`config.mk`:
```
export PLATFORM = sky130hd
export DESIGN_NAME = zph_acc
export DESIGN_NICKNAME = d
export VERILOG_FILES = /design/src/hdl/zph_pkg.sv /design/src/hdl/zph_acc.sv
export SDC_FILE = /design/constraint.sdc
export NUM_CORES = 1
export LEC_CHECK = 0
export BUFFER_PORTS_ARGS = -buffer_cell sky130_fd_sc_hd__clkbuf_2
export CAP_MARGIN = 0
export CORE_MARGIN = 2
export CORE_UTILIZATION = 48
export CTS_CLUSTER_DIAMETER = 120
export DETAILED_ROUTE_END_ITERATION = 10
export PLACE_DENSITY = 0.74
export REMOVE_ABC_BUFFERS = 1
export SETUP_SLACK_MARGIN = 0.1
export SYNTH_ARGS = -nofsm -noshare
export SYNTH_HDL_FRONTEND = slang
export SYNTH_SLANG_ARGS = --single-unit
```
`constraint.sdc`:
```
create_clock -name clock -period 3.15 [get_ports clock]
set_input_delay 0.315 -clock clock [delete_from_list [all_inputs] [get_ports clock]]
set_output_delay 0.315 -clock clock [all_outputs]
set_load 0.03 [all_outputs]
```
`src/hdl/zph_pkg.sv`:
```
//------------------------------------------------------------------------------
// zph_pkg
// Shared types and constants of the Zobrist position hash core.
//------------------------------------------------------------------------------
`default_nettype none

package zph_pkg;

   localparam int KeyTableDepth = 769;
   localparam int Squares       = 64;
   localparam int KeyWidth      = 64;
   localparam int BoardWidth    = Squares;
   localparam int KeyIndexWidth = 10;
   localparam int KeyAddrWidth  = $clog2(KeyTableDepth);
   localparam int SqWidth       = $clog2(Squares);
   localparam int PieceWidth    = 3;
   localparam int SideKeyIndex  = 12 * Squares;

   localparam logic [PieceWidth-1:0] PiecePawn   = 3'd0;
   localparam logic [PieceWidth-1:0] PieceKnight = 3'd1;
   localparam logic [PieceWidth-1:0] PieceBishop = 3'd2;
   localparam logic [PieceWidth-1:0] PieceRook   = 3'd3;
   localparam logic [PieceWidth-1:0] PieceQueen  = 3'd4;
   localparam logic [PieceWidth-1:0] PieceKing   = 3'd5;

   localparam logic ModeKeyWrite = 1'b0;
   localparam logic ModeBoard    = 1'b1;

   typedef enum logic [1:0] {
      GroupPawn   = 2'd0,
      GroupKnight = 2'd1,
      GroupSlider = 2'd2,
      GroupKing   = 2'd3
   } group_type;

   typedef enum logic [1:0] {
      StIdle   = 2'd0,
      StScan   = 2'd1,
      StSide   = 2'd2,
      StSettle = 2'd3
   } state_type;

   typedef struct packed {
      logic absorb;
      logic close;
      logic emit;
   } acc_ctrl_type;

endpackage

`default_nettype wire

```
`src/hdl/zph_acc.sv`:
```
//------------------------------------------------------------------------------
// zph_acc
// Shared xor accumulator and result register of the hash core.
//------------------------------------------------------------------------------
`default_nettype none

module zph_acc
   import zph_pkg::*;
(
   input  wire logic                 clock,
   input  wire logic                 reset,
   input  wire acc_ctrl_type         ctrl,
   input  wire logic [KeyWidth-1:0]  rd_data,
   output logic                      rsp_valid,
   output logic [KeyWidth-1:0]       rsp_signature
);

   logic [KeyWidth-1:0] acc_ff, acc_in;
   logic [KeyWidth-1:0] sum;
   logic                valid_ff, valid_in;
   logic [KeyWidth-1:0] sig_ff, sig_in;

   assign sum = ctrl.absorb ? (acc_ff ^ rd_data) : acc_ff;

   always_comb begin
      acc_in   = sum;
      valid_in = 1'b0;
      sig_in   = sig_ff;
      if (ctrl.close && ctrl.emit) begin
         acc_in   = '0;
         valid_in = 1'b1;
         sig_in   = sum;
      end
   end

   always_ff @(posedge clock) begin
      if (reset) begin
         acc_ff   <= '0;
         valid_ff <= 1'b0;
      end else begin
         acc_ff   <= acc_in;
         valid_ff <= valid_in;
      end
      sig_ff <= sig_in;
   end

   assign rsp_valid     = valid_ff;
   assign rsp_signature = sig_ff;

endmodule

`default_nettype wire

```
-- After elaboration in Yosys (flattened, before gate mapping)
Index checks and enable logic that the tools add are counted.
- multiplexer cells: 2
- bitwise gates (word level): 1
- reduce and logical (&&, ||, !) cells: 2
- operators by type and width (kind ; number):
    64-bit 2-to-1 mux ; 1
    64-bit bitwise XOR ; 1
    2-bit OR reduction ; 1
    1-bit logical AND ; 1
    1-bit 2-to-1 mux ; 1
- flip-flop bits (word level): 129
- input bits: 69
- logic and storage cells: 8

-- Logic depth before layout (Yosys ltp)
- depth in word-level cells: 2
- gate-level depth with buffers: 4
- depth with buffers taken out: 2

-- Worst setup path after synthesis
No wires, ideal clock.
- path type: in2reg
- from: in ctrl[0] (netlist bit)
- to: reg sig_ff[0], in the netlist rsp_signature[0] (enable)
- library setup time: 0.429 ns
- arrival: 1.832 ns
- required time: 2.721 ns
- path slack: 0.889 ns
- stages on the path: 1
- path through: and2_1
- cells in the longest elaborated chain, start to end: 1
- ends and longest elaborated chain (element ; line ; source):
    start: declaration ; zph_acc.sv:12 ; input wire acc_ctrl_type ctrl,
    1-bit logical AND ; zph_acc.sv:29 ; if (ctrl.close && ctrl.emit) begin
    end signal: assignment ; zph_acc.sv:44 ; sig_ff <= sig_in;
    end: declaration ; zph_acc.sv:21 ; logic [KeyWidth-1:0] sig_ff, sig_in;
Every way passes these cells.
A chain may end at the register's enable or synchronous reset.

-- Final worst setup path
- from: reg sig_ff[19], in the netlist rsp_signature[19]
- to: out rsp_signature[19]
- RTL lines (element ; line ; source):
    end: declaration ; zph_acc.sv:15 ; output logic [KeyWidth-1:0] rsp_signature
No word-level cell between the ends.

==> reports/metrics.yaml <==
timing:
  maxSlewViolCount: 0
  fmax_ghz: 0.7016
  worst_pin_slew_ns: 0.6612
  setup_ws_ns: 1.725
  finalSetupViolCount: 0
  maxSlewHeadroom_pct: 55.92
  post-route-min-period_ns: 1.425
  clock_skew_ns: 0.006791
  fin_setup_tns_ns: 0
  hold_viol_final: 0
  rsz0062_at_grt: "false"
  post-route-period-util_pct: 45.25
yosys:
  synth_area_leaders: "edfxtp_1, dfxtp_1, a21bo_2"
  synth_top_area_share_pct: 37.75
  syn_area_mm2: 0.005091
  yosysTopAreaCell: "edfxtp_1"
  synth-seq-area-share_pct: 63.31
  avgSynthCellArea_um2: 12.45
  yosysWarnings: 0
  yosys.cell_types.count: 12
  synth_edf_count: 64
  ys_ff_latch: 129
  yosysMostFrequentCell: "dfxtp_1"
  synth-async-reset-ratio_pct: 0
  syn-instance-count: 409
  synth_ff_type: "dfxtp_1"
setup_path:
  cpMaxStageDelayCell: "edfxtp_1"
  crit_path_max_incr_delay_ns: 0.41
  crit_cells: 1
  required_ns: 2.83
  crit_start: "rsp_signature[19]$_DFFE_PP_"
  worstSetupStartpointType: "flop"
  reg2reg_slack_ns: 2.34
  cp.arrival_ns: 1.11
  crit_chain: "clkbuf_2"
  rr_startpoint: "acc_ff[57]$_SDFF_PP0_"
  path_max_fanout: 1
  worstReg2RegEnd: "rsp_signature[57]$_DFFE_PP_"
  path_class: "reg -> out"
  worstRegToRegCells: 2
  end_kind: "output port"
  worstPathBufferInverterCount: 1
  cp-endpoint: "rsp_signature[19]"
  crit_family: "flip-flops"
global_route:
  grt_overflow: 0
  grt_pass1_wl_um: 15730
  grt_usage_pct: 17.61
  grt_max_degree: 77
  grt_pass1_vias: 3462
  antenna_found_initial: 0
clock_tree:
  cts_root_buf: "clkbuf_8"
  ctsResizeCount: 0
  clk_pin_slew_ns: 0.06
  cts_tree: "yes"
  htreeDepth: 4
  post-cts-setup-buffers: 0
  clock_sinks: 129
  insertion_delay_ns: 0.50
  cts_buffers: 17
  ctsLongestPathBuffers: 2
drt:
  dr.pass1.iters: 5
  drt-wirelength-per-cell_um: 14.50
  viasPerCell: 5.170
  detail-route-antenna-nets: 0
  drt_iter0_drc: 176
  finalWirelength_um: 10070
  num_vias: 3588
  drc_errors: 0
final_layout:
  antenna_cells: 0
  syn2layout_area_growth_pct: 26.98
  final_nets: 615
  layout-drive-gt1-share_pct: 41.94
floorplan:
  die_area_mm2: 0.01145
  die_height_um: 107.0
  initial_core_util_pct: 49.32
  core_area_mm2: 0.01032
  ios: 134
  dieWidth_um: 107.0
  placementRows: 37
placement:
  post-dp-hpwl_um: 6849
  pre_cts_ws_ns: 1.372
  place.port_buffers: 133
  routabilityCongestion: 0.7439
power_and_ir_drop:
  powerDensity_mw_per_mm2: 680.4
  p_leak_uw: 0.002855
  ir_worst_vdd_v: 0.0003131
worst_hold_path:
  hold_path_depth: 3
  hp-class: "in -> reg"
status:
  outcome: "finished clean"
flow_run:
  drv_cap: 0
state kept, by name (all words and copies together) (netlist names):
name,flops
acc_ff,64
rsp_signature,64
rsp_valid,1
worst register-to-register path, delay by kind of cell (launching register included):
kind            cells  cell delay, ns
compound gates      1            0.20
simple gates        1            0.06
flops               1            0.31
metrics by stage:
step	hold slack [ns]	instance area (um2)	cells	util (%)	power (uW)
detailed placement	0.5013	5816	662	56.33	2341
CTS	0.08346	6465	694	62.62	4440
finish	0.1017	6465	694	62.62	4399
global placement	0.4894	5816	662	56.33	2320
global route	0.09583	6465	694	62.62	4561
floorplan	0.3866	4925	388	-	2176
repair_timing:
action                                  4_1_cts  5_1_grt
endpoints found under the setup margin        0        0
hold buffers                                  1        0
hold endpoints to repair                      1        0
worst min-delay path by stage:
stage	start	to	slack (ns)
2_1_floorplan	reset	rsp_valid$_SDFF_PP0_	0.39
3_3_place_gp	reset	rsp_valid$_SDFF_PP0_	0.49
3_5_place_dp	reset	rsp_valid$_SDFF_PP0_	0.50
4_1_cts	rd_data[47]	acc_ff[47]$_SDFF_PP0_	0.08
5_1_grt	rd_data[37]	acc_ff[37]$_SDFF_PP0_	0.1
6_report	rd_data[39]	acc_ff[39]$_SDFF_PP0_	0.10
placed cells by master (no fill, tap or decap):
| cell type | count |
|---|---|
| clkbuf_8 | 2 |
| edfxtp_1 | 64 |
| buf_12 | 1 |
| clkbuf_16 | 16 |
| and2_2 | 1 |
| clkbuf_2 | 132 |
| nor2b_1 | 1 |
| a21bo_2 | 64 |
| a21o_2 | 1 |
| nand2_1 | 64 |
| dlygate4sd3_1 | 1 |
| bufinv_16 | 5 |
| nand3b_1 | 64 |
| clkinvlp_4 | 3 |
| clkbuf_1 | 1 |
| buf_4 | 5 |
| inv_6 | 2 |
| dfxtp_1 | 65 |
| a21oi_1 | 64 |
| clkinv_4 | 2 |
final cells by class:
type                            count  area [um2]
Clock buffer                       19       431.7
Clock inverter                     12       207.7
Fill cell                         828        3859
Multi-Input combinational cell    259        1704
Sequential cell                   129        3223
Tap cell                          136       170.2
Timing Repair Buffer              139       728.2
logic make-up (layout without fill, tap and decap cells):
logic type | Yosys count | after routing | share of synthesized area, %
and+or+nand+nor | 130 | 130 | 14.40
AOI/OAI and AO/OA | 129 | 129 | 19.02
DFF | 129 | 129 | 63.31
buffers and inverters | 21 | 170 | 3.269
per-layer routing:
layer  vias to the layer above  part of all wire, %  global-route usage [%]
li1                       1768                    -                       -
met2                       103                   51                   30.03
met3                        10                  6.0                   5.471
met4                         0                 0.93                   6.030
met5                         -                    0                       0
met1                      1707                   42                   21.15
power breakdown:
part | total (uW) | internal, uW | switching [uW] | leakage (uW)
sequential | 1890 | 1870 | 29.0 | 0.00115
clock | 2090 | 1390 | 705 | 0.000301
combinational | 410 | 157 | 253 | 0.00141
total | 4400 | 3410 | 987 | 0.00286
Note: power is estimated with default switching activity, not from simulation.
