## config.mk

```make
export PLATFORM = sky130hd
export DESIGN_NAME = zph_seq
export DESIGN_NICKNAME = d
export VERILOG_FILES = /design/src/hdl/zph_pkg.sv /design/src/hdl/zph_seq.sv
export SDC_FILE = /design/constraint.sdc
export NUM_CORES = 1
export LEC_CHECK = 0
export ABC_AREA = 0
export BUFFER_PORTS_ARGS = -buffer_cell sky130_fd_sc_hd__buf_2
export CORE_UTILIZATION = 30
export CTS_CLUSTER_DIAMETER = 50
export CTS_CLUSTER_SIZE = 24
export DETAILED_ROUTE_END_ITERATION = 12
export GPL_ROUTABILITY_DRIVEN = 0
export MAX_ROUTING_LAYER = met4
export PLACE_DENSITY_LB_ADDON = 0.2
export SLEW_MARGIN = 10
export SYNTH_ARGS = -nofsm -noshare
export SYNTH_HDL_FRONTEND = slang
export SYNTH_SLANG_ARGS = --single-unit
```

## constraint.sdc

```tcl
create_clock -name clock -period 4.6 [get_ports clock]
set_input_delay 0.69 -clock clock [delete_from_list [all_inputs] [get_ports clock]]
set_output_delay 0.69 -clock clock [all_outputs]
set_load 0.02 [all_outputs]
```

## src/hdl/zph_pkg.sv

```systemverilog
//------------------------------------------------------------------------------
// zph_pkg
// Shared types and constants of the Zobrist position hash core.
//------------------------------------------------------------------------------
`default_nettype none

package zph_pkg;

   localparam int KeyTableDepth = 769;
   localparam int Squares       = 64;
   localparam int KeyWidth      = 64;
   localparam int BoardWidth    = Squares;
   localparam int KeyIndexWidth = 10;
   localparam int KeyAddrWidth  = $clog2(KeyTableDepth);
   localparam int SqWidth       = $clog2(Squares);
   localparam int PieceWidth    = 3;
   localparam int SideKeyIndex  = 12 * Squares;

   localparam logic [PieceWidth-1:0] PiecePawn   = 3'd0;
   localparam logic [PieceWidth-1:0] PieceKnight = 3'd1;
   localparam logic [PieceWidth-1:0] PieceBishop = 3'd2;
   localparam logic [PieceWidth-1:0] PieceRook   = 3'd3;
   localparam logic [PieceWidth-1:0] PieceQueen  = 3'd4;
   localparam logic [PieceWidth-1:0] PieceKing   = 3'd5;

   localparam logic ModeKeyWrite = 1'b0;
   localparam logic ModeBoard    = 1'b1;

   typedef enum logic [1:0] {
      GroupPawn   = 2'd0,
      GroupKnight = 2'd1,
      GroupSlider = 2'd2,
      GroupKing   = 2'd3
   } group_type;

   typedef enum logic [1:0] {
      StIdle   = 2'd0,
      StScan   = 2'd1,
      StSide   = 2'd2,
      StSettle = 2'd3
   } state_type;

   typedef struct packed {
      logic absorb;
      logic close;
      logic emit;
   } acc_ctrl_type;

endpackage

`default_nettype wire

```

## src/hdl/zph_seq.sv

```systemverilog
//------------------------------------------------------------------------------
// zph_seq
// Square scan sequencer: walks the bitboards one square per cycle and issues
// key reads for the shared xor accumulator.
//------------------------------------------------------------------------------
`default_nettype none

module zph_seq
   import zph_pkg::*;
(
   input  wire logic                     clock,
   input  wire logic                     reset,
   input  wire logic                     start,
   input  wire logic                     req_mode,
   input  wire logic                     req_color,
   input  wire logic [1:0]               req_piece_group,
   input  wire logic [BoardWidth-1:0]    req_board_a,
   input  wire logic [BoardWidth-1:0]    req_board_b,
   input  wire logic                     req_black_to_move,
   input  wire logic                     req_last,
   output logic                          busy,
   output logic                          rd_en,
   output logic [KeyIndexWidth-1:0]      rd_index,
   output acc_ctrl_type                  ctrl
);

   state_type              state_ff, state_in;
   logic [SqWidth-1:0]     sq_ff, sq_in;
   logic [BoardWidth-1:0]  a_ff, a_in;
   logic [BoardWidth-1:0]  b_ff, b_in;
   group_type              group_ff, group_in;
   logic                   color_ff, color_in;
   logic                   black_ff, black_in;
   logic                   last_ff, last_in;
   logic                   pend_ff;
   logic                   accept;
   logic [PieceWidth-1:0]  piece;
   logic                   hit;

   assign busy   = (state_ff != StIdle);
   assign accept = start && !busy && (req_mode == ModeBoard);

   always_comb begin
      piece = PiecePawn;
      hit   = 1'b0;
      unique case (group_ff)
         GroupPawn: begin
            piece = PiecePawn;
            hit   = a_ff[0];
         end
         GroupKnight: begin
            piece = PieceKnight;
            hit   = a_ff[0];
         end
         GroupSlider: begin
            hit = a_ff[0] | b_ff[0];
            unique case ({a_ff[0], b_ff[0]})
               2'b10:   piece = PieceBishop;
               2'b01:   piece = PieceRook;
               2'b11:   piece = PieceQueen;
               default: piece = PiecePawn;
            endcase
         end
         GroupKing: begin
            piece = PieceKing;
            hit   = a_ff[0];
         end
         default: begin
            piece = PiecePawn;
            hit   = 1'b0;
         end
      endcase
   end

   always_ff @(posedge clock) begin
      if (reset) begin
         state_ff <= StIdle;
         pend_ff  <= 1'b0;
      end else begin
         state_ff <= state_in;
         pend_ff  <= rd_en;
      end
      sq_ff    <= sq_in;
      a_ff     <= a_in;
      b_ff     <= b_in;
      group_ff <= group_in;
      color_ff <= color_in;
      black_ff <= black_in;
      last_ff  <= last_in;
   end

   always_comb begin
      state_in    = state_ff;
      sq_in       = sq_ff;
      a_in        = a_ff;
      b_in        = b_ff;
      group_in    = group_ff;
      color_in    = color_ff;
      black_in    = black_ff;
      last_in     = last_ff;
      rd_en       = 1'b0;
      rd_index    = {piece, color_ff, sq_ff};
      ctrl.absorb = pend_ff;
      ctrl.close  = 1'b0;
      ctrl.emit   = 1'b0;
      unique case (state_ff)
         StIdle: begin
            if (accept) begin
               state_in = StScan;
               sq_in    = '0;
               a_in     = req_board_a;
               b_in     = req_board_b;
               group_in = group_type'(req_piece_group);
               color_in = req_color;
               black_in = req_black_to_move;
               last_in  = req_last;
            end
         end
         StScan: begin
            rd_en = hit;
            a_in  = a_ff >> 1;
            b_in  = b_ff >> 1;
            sq_in = sq_ff + SqWidth'(1);
            if (sq_ff == SqWidth'(Squares - 1)) begin
               state_in = StSide;
            end
         end
         StSide: begin
            rd_en    = last_ff && black_ff;
            rd_index = KeyIndexWidth'(SideKeyIndex);
            state_in = StSettle;
         end
         StSettle: begin
            ctrl.close = 1'b1;
            ctrl.emit  = last_ff;
            state_in   = StIdle;
         end
         default: begin
            state_in = StIdle;
         end
      endcase
   end

endmodule

`default_nettype wire

```

; ---- Word level (Yosys, flattened, before mapping)
; Index checks and enable logic that the tools add are counted.
[op_classes]
eq_ne = 12
bitwise = 1
reduce_logical = 12
muxes = 15
n_addsub = 1
[ops]
columns = cell, n
row1 = $pmux 64 s2, 2
row2 = $mux 64, 2
row3 = $eq 2x2->1 const B, 6
row4 = $pmux 3 s4, 1
row5 = $pmux 6 s2, 1
row6 = $mux 10, 1
row7 = $pmux 3 s3, 1
row8 = $pmux 2 s4, 1
row9 = $add 6x1->6 const B, 1
row10 = $eq 2x1->1 const B, 3
row11 = $eq 6x6->1 const B, 1
row12 = $mux 2, 3
row13 = $mux 6, 1
row14 = $reduce_and 2->1, 3
row15 = $logic_not 2->1, 2
row16 = $ne 2x2->1 const B, 2
row17 = $pmux 1 s2, 2
row18 = $reduce_bool 2->1, 2
row19 = $logic_and 1x1->1, 3
row20 = $reduce_or 3->1, 1
row21 = $logic_not 1->1, 1
row22 = $or 1x1->1, 1
[totals]
in_bits = 137
out_inout_bits = 15
word_cells = 50
reg_bits = 142

; ---- Depth between registers and ports, before layout
; Gate-level depths: netlist of run 1.
[logic_depth]
ltp_word = 6
mapped_depth = 7
ltp_nobuf = 5

; ---- Least setup slack after synthesis of run 1
; No wires, ideal clock.
[synth_timing]
kind = reg-to-reg
startpoint = reg state_ff[0]
endpoint = reg a_ff[0], enable pin
slack_ps = 305
path_buffers = 0
t_arrival_ps = 3803
synth_period_minus_slack_ps = 4295
required_time_ps = 4108
path_stages_with_launch = 6
setup_ps = 492
path_cell_list = dfxtp_1 -> inv_1 -> ha_1 -> inv_1 -> nor2_1 -> a21o_1
[synth_via]
elab_chain_cells = 6
word_cells_on_any_way = 9
classes_between = 2 x eq/ne / 7 x reduce/logical
[synth_lines]
columns = item, line_no
row1 = "start, declared", zph_seq.sv:27  ; state_type state_ff, state_in;
row2 = "start signal, assigned", zph_seq.sv:77  ; state_ff <= StIdle;
row3 = "start signal, assigned", zph_seq.sv:80  ; state_ff <= state_in;
row4 = $reduce_bool 2->1, zph_seq.sv:40  ; assign busy = (state_ff != StIdle);
row5 = net busy, zph_seq.sv:21  ; output logic busy,
row6 = $logic_not 1->1, zph_seq.sv:41  ; assign accept = start && !busy && (req_mode == ModeBoard);
row7 = $logic_and 1x1->1 (2 in series), zph_seq.sv:41
row8 = $ne 2x2->1 (no source line), n/a
row9 = $reduce_and 2->1 (no source line), n/a
row10 = "end signal, assigned", zph_seq.sv:84  ; a_ff <= a_in;
row11 = "end, declared", zph_seq.sv:29  ; logic [BoardWidth-1:0] a_ff, a_in;
; The timed path passes the listed nets, and every way through them passes these cells.
; A chain may end at the register's enable or synchronous reset.

; ---- Worst setup path in the final report of run 1
[layout_timing]
startpoint = reg state_ff[1]
endpoint = out rd_en
[layout_via]
elab_chain_cells = 2
word_cells_on_any_way = 3
classes_between = 2 x eq/ne / 1 x mux
[layout_lines]
columns = item, line_no
row1 = $eq 2x2->1 or $eq 2x1->1 (tied branches), zph_seq.sv:106  ; unique case (state_ff)
row2 = $pmux 1 s2 (*), zph_seq.sv:106
row3 = "end, declared", zph_seq.sv:22  ; output logic rd_en,
; Every way passes the cells marked *; elsewhere a longest branch is shown, timed or not.

==> impl_results.md, run 1 <==
- Status: finished clean
- Final setup viols: 0
- Vias in the first global route: 3680
- Setup Fix Bufs, Post-CTS: 0
- Final setup margin: around 1.8 ns
- I/O Buffers: approximately 150
- Via count: approximately 3400
- Clock Path Buffers: 2
- Hold-fix buffers, CTS: 0
- Hold WS: between 0.4 and 0.5 ns
- Worst-margin pin slew: 1.04 ns
- CP endpoint kind: output pin
- Crit path kind: flop to output pin
- Net Sw Frac: between 20% and 30%
- HPWL after detailed placement: 7.60 mm
- Final Skew: around 0.008 ns
- Commonest cells after routing, fill and taps aside: buf_2 (151), edfxtp_1 (139), mux2_2 (126), clkbuf_16 (17), nor2b_1 (10)
- Post-synthesis sequential area ratio: about two thirds
- Most common cell after layout, fill and taps aside: buf_2
- Fin. Hold Viols: 0
- Post-Place Cells: 755
- Worst slew margin: between 30% and 40%
- Final Max Tran Viols: 0
- Iteration-0 DRC Markers: between 100 and 150
- Min-Delay Startpoint: req_color
- Max-Cap Viols: 0
- Final Non-Filler Cells: about 790
- Unique masters post-synth: 28
- R2R Setup Slk: approximately 1.9 ns
- Die Ht: roughly 150 microns
- Worst Path Arrival: between 2 and 2.5 ns
- FILL cells: 1918
- R2R Path End: state_ff[1]
- Total grt overflow: 0
- 1st-pass router iterations: 3
- Path depth of the worst reg2reg path: 6
- Largest net degree at the start of global routing: between 80 and 90
- WHS Path Cells: 1
- Post-synthesis cell count: between 300 and 400
- Critical Path RT: 3.91 ns
- Hold Path Sink: color_ff
- #FFs+latches synth: ~140
- Cell Int Power: about 3500 uW
- Post-route setup TNS: 0 ns
- Row cnt: 52
- Gr usage total: between 10% and 20%
- Register share of total power: a little over two fifths
- Area delta synth->final: 26.9%
- Combinational power share: approximately a quarter
- Area of the core: between 20000 and 25000 sq um
- Syn_nets: between 400 and 500
- Share of layout cells above drive strength 1: between 60% and 70%
- CTS clk-pin slew, worst paths: about 0.060 ns
- Place WS: between 1.5 and 2 ns
- Final Critical Period: about 2.8 ns
- Worst R2R Start: state_ff[1]
- YS warnings: 0
- Via density: around 4.3
- First-pass GRT wire length: between 15 and 20 mm
- Max IR drop VDD: around 0.23 mV
- Die width: ~150 microns
- # IOs: around 150
- Clk pwr share: between 30% and 40%
- Worst-Skew Late Latency: 0.41 ns
- Fin crit share: about three fifths
- CP max FO: between 50 and 60
- FMAX: 0.359 GHz
- Antenna violations before repair: 4
- Wire length per cell: about 14 microns
- Post-Route WL: between 10 and 15 mm
- Net Switching: ~1300 uW
- CTS resizes: 0
- Leak: ~0.003 uW
- Post-Syn Area: slightly above 6000 sq um
- Initial Util: between 30 and 40%
- # DRC: 0
- CTS tree: built
- CTS root buf: clkbuf_16
- Total CTS buffers: 17
- RSZ-0062 raised after global routing: no
- Crit path launch type: flop
- PwrDens: a little over 600 nW/um^2
- Clk sinks: about 140
- Syn_area_per_cell: roughly 18 sq um
- Fin nets: 649
- Antenna-violating nets left: 0
- Multi-input gate area: roughly 1800 sq um
- Die footprint: 21200 sq um
- Reg area: roughly 4200 sq um
- Htree depth: 4
- Worst min-delay path class: primary input to flop
## routing by layer
metal	GRT usage [%]	wire (microns)	up-vias
li1	-	-	1662
met1	13.2	4870	1638
met2	18.3	5490	94
met3	4.95	799	7
met4	4.42	119	0
met5	-	0	-
## worst max-delay path: stages (launching register included)
cell	delay (ns)
dfxtp_1	0.34
inv_1	0.11
ha_4	0.56
o211ai_1	0.25
a21boi_0	0.22
buf_2	0.19
## flip-flops by register name, summed over array words and instances, names as in the netlist, 2 cells and up
| name | count |
|---|---|
| sq_ff | 6 |
| state_ff | 2 |
| group_ff | 2 |
| b_ff | 64 |
| a_ff | 64 |
## logic make-up after synthesis
logic type               count (synthesis)  share of synthesized area, %
buffers and inverters                   23                          2.24
flip-flops                             142                          68.4
XOR/XNOR                                 3                         0.424
adder cells (fa/ha/maj)                  8                          1.62
multiplexers                           127                          23.1
AND/OR/NAND/NOR                         32                          2.75
AO/OA/AOI/OAI                           13                          1.50
## Yosys cell counts
| cell type | count | area (sq um) |
|---|---|---|
| o21ai_0 | 3 | 15.0 |
| buf_6 | 2 | 22.5 |
| inv_1 | 6 | 22.5 |
| nand3_1 | 5 | 25.0 |
| a21o_1 | 2 | 15.0 |
| ha_1 | 8 | 100 |
| buf_4 | 8 | 60.1 |
| a21boi_0 | 1 | 7.51 |
| o211ai_1 | 1 | 7.51 |
| edfxtp_1 | 139 | 4170 |
| xnor2_1 | 1 | 8.76 |
| a21boi_1 | 1 | 7.51 |
| nor2b_1 | 10 | 62.6 |
| nand3b_1 | 1 | 7.51 |
| buf_2 | 6 | 30.0 |
| a221oi_2 | 1 | 15.0 |
| a221o_1 | 1 | 10.0 |
| or3_1 | 1 | 6.26 |
| nand2_1 | 3 | 11.3 |
| clkbuf_1 | 1 | 3.75 |
| and2_1 | 2 | 12.5 |
| nor2_1 | 7 | 26.3 |
| nand2b_1 | 3 | 18.8 |
| a21oi_1 | 3 | 15.0 |
| mux2_2 | 126 | 1420 |
| dfxtp_1 | 3 | 60.1 |
| xor2_1 | 2 | 17.5 |
| mux2i_1 | 1 | 10.0 |
## layout make-up
class,count,area share [%]
clock inverters,13,2.40
flip-flops and latches,142,53.9
well taps,270,4.30
clock buffers,19,5.51
diodes,5,0.159
repair buffers,154,10.1
multi-input cells,183,23.4
inverters,6,0.287
## per-stage QoR
| step | power [uW] | instance area, sq um | utilization [%] |
|---|---|---|---|
| 5_1_grt | 5040 | 7860 | 38.8 |
| 6_report | 4770 | 7860 | 38.8 |
| 3_5_place_dp | 3380 | 7220 | 35.7 |
| 3_3_place_gp | 3350 | 7220 | 35.7 |
| 4_1_cts | 4860 | 7850 | 38.8 |
| 2_1_floorplan | 3120 | 6190 | - |
## power groups by stage
stage	Sequential, uW	Combinational, uW	Clock (uW)
after floorplan	2080	1040	0
after global placement	2070	1270	0
after detailed placement	2080	1300	0
after CTS	2060	1300	1500
after global routing	2090	1400	1560
final	2050	1260	1460
## worst max path at each step
stage / startpoint / end / slack (ns) / depth (start not counted)
3_3_place_gp: state_ff[1] / b_ff[59] / 1.89 / 4
2_1_floorplan: state_ff[0] / a_ff[0] / 0.30 / 5
6_report: state_ff[1] / rd_en / 1.81 / 5
4_1_cts: state_ff[1] / rd_en / 1.72 / 5
5_1_grt: state_ff[1] / state_ff[0] / 1.58 / 5
3_5_place_dp: req_mode / b_ff[29] / 1.84 / 5
No activity file was read; power rests on OpenSTA's default activity.
==> run 2, diff against run 1 <==
==> constraint.sdc (replaced) <==
create_clock -name clock -period 2.5 [get_ports clock]
set_input_delay 0.375 -clock clock [delete_from_list [all_inputs] [get_ports clock]]
set_output_delay 0.375 -clock clock [all_outputs]
set_load 0.02 [all_outputs]
==> impl_results.md, run 2 (synthesis results as in run 1) <==
- Top Registers: a_ff x64, b_ff x64, sq_ff x6
- Largest net degree at the start of global routing: 56
- Final Skew: roughly 0.010 ns
- Max-Cap Viols: 0
- Final Critical Period: roughly 2.3 ns
- I/O Buffers: 151
- Total grt overflow: 0
- Hold Path Sink: color_ff
- Worst-Skew Late Latency: about 0.4 ns
- HPWL after detailed placement: about 8.1 mm
- Cell Int Power: between 6000 and 7000 uW
- Post-Route WL: between 10 and 15 mm
- Final setup viols: 0
- Crit path kind: flop to output pin
- Die Ht: between 100 and 150 microns
- Fin crit share: between 90% and 100%
- Die width: ~150 microns
- CTS root buf: clkbuf_16
- PwrDens: 1120 nW/um^2
- Min-Delay Startpoint: req_color
- CTS tree: built
- CTS resizes: 0
- Post-route setup TNS: 0 ns
- Path depth of the worst reg2reg path: 4
- Net Sw Frac: approximately 28%
- # DRC: 0
- Worst min-delay path class: primary input to flop
- Final Max Tran Viols: 0
- CP max FO: 30
- Wire length per cell: between 10 and 15 microns
- Crit path launch type: flop
- Iteration-0 DRC Markers: between 100 and 150
- CTS clk-pin slew, worst paths: around 0.060 ns
- FMAX: around 0.43 GHz
- Slowest stage delay, CP: between 0.4 and 0.5 ns
- Area of the core: slightly above 20000 sq um
- Leak: roughly 0.0029 uW
- 1st-pass router iterations: 4
- Initial Util: 30.6%
- Commonest cells after routing, fill and taps aside: buf_2 (151), edfxtp_1 (139), mux2_2 (126), clkbuf_16 (17), nor2b_1 (10)
- Status: finished clean
- Fin. Hold Viols: 0
- Worst slew margin: approximately two thirds
- Total CTS buffers: 17
- Worst Path Arrival: just under 2 ns
- CP cell instances: inv_1 > ha_4 > o211ai_1 > a21boi_0 > buf_2
- Antenna-violating nets left: 0
- Register share of total power: 42.5%
- Fin nets: around 650
- RSZ-0062 raised after global routing: no
- Hold-fix buffers, CTS: 0
- Worst-margin pin slew: 0.486 ns
- Htree depth: 4
- Final Non-Filler Cells: 798
- Slowest cell on the critical path: ha_4
- Die footprint: roughly 21000 sq um
- Max IR drop VDD: between 0.4 and 0.5 mV
- Most common cell after layout, fill and taps aside: buf_2
- Row cnt: 52
- R2R Path End: b_ff[18]
- Post-Place Cells: 760
- FILL cells: 1889
- Clk sinks: between 100 and 150
- Clk pwr share: 29.6%
- Via count: between 3000 and 4000
- First-pass GRT wire length: roughly 19 mm
- CP endpoint kind: output pin
- Antenna violations before repair: 5
- Vias in the first global route: 3686
- Clock Path Buffers: 2
- Combinational power share: 27.9%
- WHS Path Cells: 1
- # IOs: 152
- Critical Path RT: around 2.1 ns
- Gr usage total: 12.3%
- Area delta synth->final: 28.4%
- Via density: around 4.3
- Setup Fix Bufs, Post-CTS: 0
- Net Switching: about 2500 uW
- Worst R2R Start: state_ff[1]
- Share of layout cells above drive strength 1: 61.1%
- R2R Setup Slk: approximately 0.54 ns
[run 2: power groups by stage]
| stage | Combinational (uW) | Sequential, uW | Clock (uW) |
|---|---|---|---|
| 5_1_grt | 2730 | 3840 | 2810 |
| 6_report | 2480 | 3770 | 2630 |
| 3_5_place_dp | 2550 | 3820 | 0 |
| 3_3_place_gp | 2480 | 3810 | 0 |
| 4_1_cts | 2560 | 3780 | 2730 |
| 2_1_floorplan | 1920 | 3760 | 0 |
[run 2: metal layers]
layer	up-vias	GRT usage (%)	part of all wire, %
met5	-	-	0
met3	14	5.27	8.2
met2	102	17.3	46
li1	1678	-	-
met1	1675	15.4	45
met4	0	4.89	1.3
[run 2: worst max path at each step]
stage	from	to	slack [ns]	cells after the start
after global placement	state_ff[1]	b_ff[38]	0.57	4
final	state_ff[1]	rd_en	0.19	5
after CTS	state_ff[1]	rd_en	0.08	5
after global routing	state_ff[0]	rd_en	0.05	5
after detailed placement	state_ff[1]	b_ff[38]	0.49	4
after floorplan	state_ff[0]	a_ff[0]	0.06	5
[run 2: area by class of cell]
class	instances	area, sq um	share of cell area (%)
flip-flops and latches	142	4230	53.2
multi-input cells	183	1840	23.1
repair buffers	159	891	11.2
clock buffers	18	429	5.40
well taps	270	338	4.25
clock inverters	14	184	2.31
inverters	6	22.5	0.283
diodes	6	15.0	0.189
[run 2: through the flow]
stage / worst slack (ns) / util (%) / total power (uW) / area (sq um) / hold WS [ns]
4_1_cts: 0.0848 / 39.2 / 9070 / 7940 / 0.115
3_3_place_gp: 0.569 / 36.2 / 6300 / 7320 / 0.501
3_5_place_dp: 0.486 / 36.2 / 6380 / 7320 / 0.531
5_1_grt: 0.0518 / 39.3 / 9380 / 7950 / 0.111
2_1_floorplan: 0.0615 / - / 5690 / 6200 / 0.441
6_report: 0.186 / 39.3 / 8880 / 7950 / 0.137
[run 2: critical path, delay by kind of cell (launching register included)]
| kind | cells | cell delay (ns) |
|---|---|---|
| fa+ha+maj | 1 | 0.45 |
| compound gates | 2 | 0.42 |
| flops | 1 | 0.34 |
| buf+inv | 2 | 0.31 |
==> run 3, diff against run 2 <==
--- a/config.mk
+++ b/config.mk
@@ -7,7 +7,8 @@
 export LEC_CHECK = 0
 export ABC_AREA = 0
 export BUFFER_PORTS_ARGS = -buffer_cell sky130_fd_sc_hd__buf_2
-export CORE_UTILIZATION = 30
+export CORE_MARGIN = 3
+export CORE_UTILIZATION = 48
 export CTS_CLUSTER_DIAMETER = 50
 export CTS_CLUSTER_SIZE = 24
 export DETAILED_ROUTE_END_ITERATION = 12
==> impl_results.md, run 3 (synthesis results as in run 1) <==
- Worst slew margin: 72.5%
- Net Switching: 2330 uW
- Final Max Tran Viols: 0
- Worst-margin pin slew: roughly 0.41 ns
- Antenna violations before repair: 1
- Worst Path Arrival: 1.93 ns
- Iteration-0 DRC Markers: between 200 and 250
- Commonest cells after routing, fill and taps aside: buf_2 (151), edfxtp_1 (139), mux2_2 (126), clkbuf_16 (17), nor2b_1 (10)
- Largest net degree at the start of global routing: between 50 and 60
- WHS Path Cells: 1
- HPWL after detailed placement: about 7.6 mm
- CP endpoint kind: output pin
- 1st-pass router iterations: 4
- CP cell instances: inv_1 > ha_1 > nand3_1 > a21boi_0 > buf_2
- Post-layout utilization of the core: 63.0%
- Total CTS buffers: 17
- Post-route setup TNS: 0 ns
- Clk sinks: approximately 140
- Total grt overflow: 0
- Fin nets: 654
- Die width: about 120 microns
- R2R Setup Slk: between 0.6 and 0.7 ns
- Register share of total power: 43.4%
- Die footprint: 14300 sq um
- Worst R2R Start: state_ff[1]
- Hold-fix buffers, CTS: 0
- Combinational power share: around 29%
- Hold Path Sink: last_ff
- Wire length per cell: around 17 microns
- Fin. Hold Viols: 0
- # DRC: 0
- FMAX: 0.434 GHz
- Setup Fix Bufs, Post-CTS: 0
- I/O Buffers: around 150
- Net Sw Frac: 26.7%
- Share of layout cells above drive strength 1: approximately three fifths
- Top Registers: a_ff x64, b_ff x64, sq_ff x6
- Post-Route WL: around 11 mm
- Slowest stage delay, CP: ~0.43 ns
- Row cnt: 40
- Crit path launch type: flop
- Vias in the first global route: roughly 3700
- CTS clk-pin slew, worst paths: 0.05 ns
- Max IR drop VDD: slightly below 0.7 mV
- Clk pwr share: between 20 and 30%
- Status: finished clean
- Crit path kind: flop to output pin
- Min-Delay Startpoint: req_last
- Path depth of the worst reg2reg path: 4
- Via count: ~3500
- Area of the core: approximately 12000 sq um
- Final setup margin: between 0.15 and 0.2 ns
- Htree depth: 4
- Gr usage total: about 17%
- Antenna-violating nets left: 0
- Clock Path Buffers: 2
- Area delta synth->final: 25.2%
- Final Skew: ~0.011 ns
- Initial Util: between 50 and 60%
- # IOs: about 150
- Place WS: about 0.52 ns
- Slowest cell on the critical path: ha_1
- Fin crit share: just over 90%
- Most common cell after layout, fill and taps aside: buf_2
- PwrDens: ~1100 nW/um^2
- Critical Path RT: around 2.1 ns
- Worst-Skew Late Latency: 0.42 ns
- Die Ht: about 120 microns
- Via density: 5.01
- Max-Cap Viols: 0
- RSZ-0062 raised after global routing: no
- CTS root buf: clkbuf_16
- R2R Path End: a_ff[5]
- Worst min-delay path class: primary input to flop
- Final setup viols: 0
- CTS resizes: 0
- Leak: 0.00293 uW
- Cell Int Power: roughly 6400 uW
- CP max FO: 12
- Final Critical Period: approximately 2.3 ns
- CTS tree: built
- First-pass GRT wire length: roughly 18 mm
[run 3: how the worst max path moves through the flow]
stage	start	slack (ns)	endpoint	cells after the start
detailed placement	state_ff[1]	0.52	a_ff[5]	4
CTS	state_ff[1]	0.07	rd_en	5
finish	state_ff[0]	0.20	rd_en	5
floorplan	state_ff[0]	0.06	a_ff[0]	5
global route	state_ff[0]	0.04	rd_en	5
global placement	state_ff[1]	0.62	b_ff[46]	4
[run 3: metrics by stage]
stage	hold WS (ns)	total power (uW)	std cells	instance area, sq um
finish	0.143	8710	690	7750
global route	0.125	9140	690	7750
CTS	0.117	8780	688	7730
detailed placement	0.526	6340	657	7180
global placement	0.502	6230	657	7180
floorplan	0.441	5690	348	6200
[run 3: routing by layer]
layer	vias to the layer above	global-route usage, %	share of wire (%)
met5	-	-	0
met4	0	7.09	2.3
met3	21	5.89	7.4
met2	120	24.6	46
met1	1647	22.0	44
li1	1667	-	-
[run 3: power groups by stage]
stage,combinational (uW),sequential (uW),clock [uW]
floorplan,1920,3760,0
global placement,2430,3800,0
finish,2510,3780,2410
detailed placement,2510,3830,0
CTS,2520,3790,2470
global route,2740,3850,2560
[run 3: layout make-up]
type                       count  area [sq um]
antenna                        1          2.50
clock buffer                  19           433
clock inverter                12           126
fill                         972          4560
inverter                       6          22.5
multi-input combinational    183          1840
sequential                   142          4230
tap                          168           210
timing repair buffer         159           886
[run 3: worst max-delay path, delay by kind of cell, from the launching register on]
family / cells / cell delay, ns
fa+ha+maj: 1 / 0.43
flops: 1 / 0.36
buf+inv: 2 / 0.35
compound gates: 1 / 0.23
simple gates: 1 / 0.15
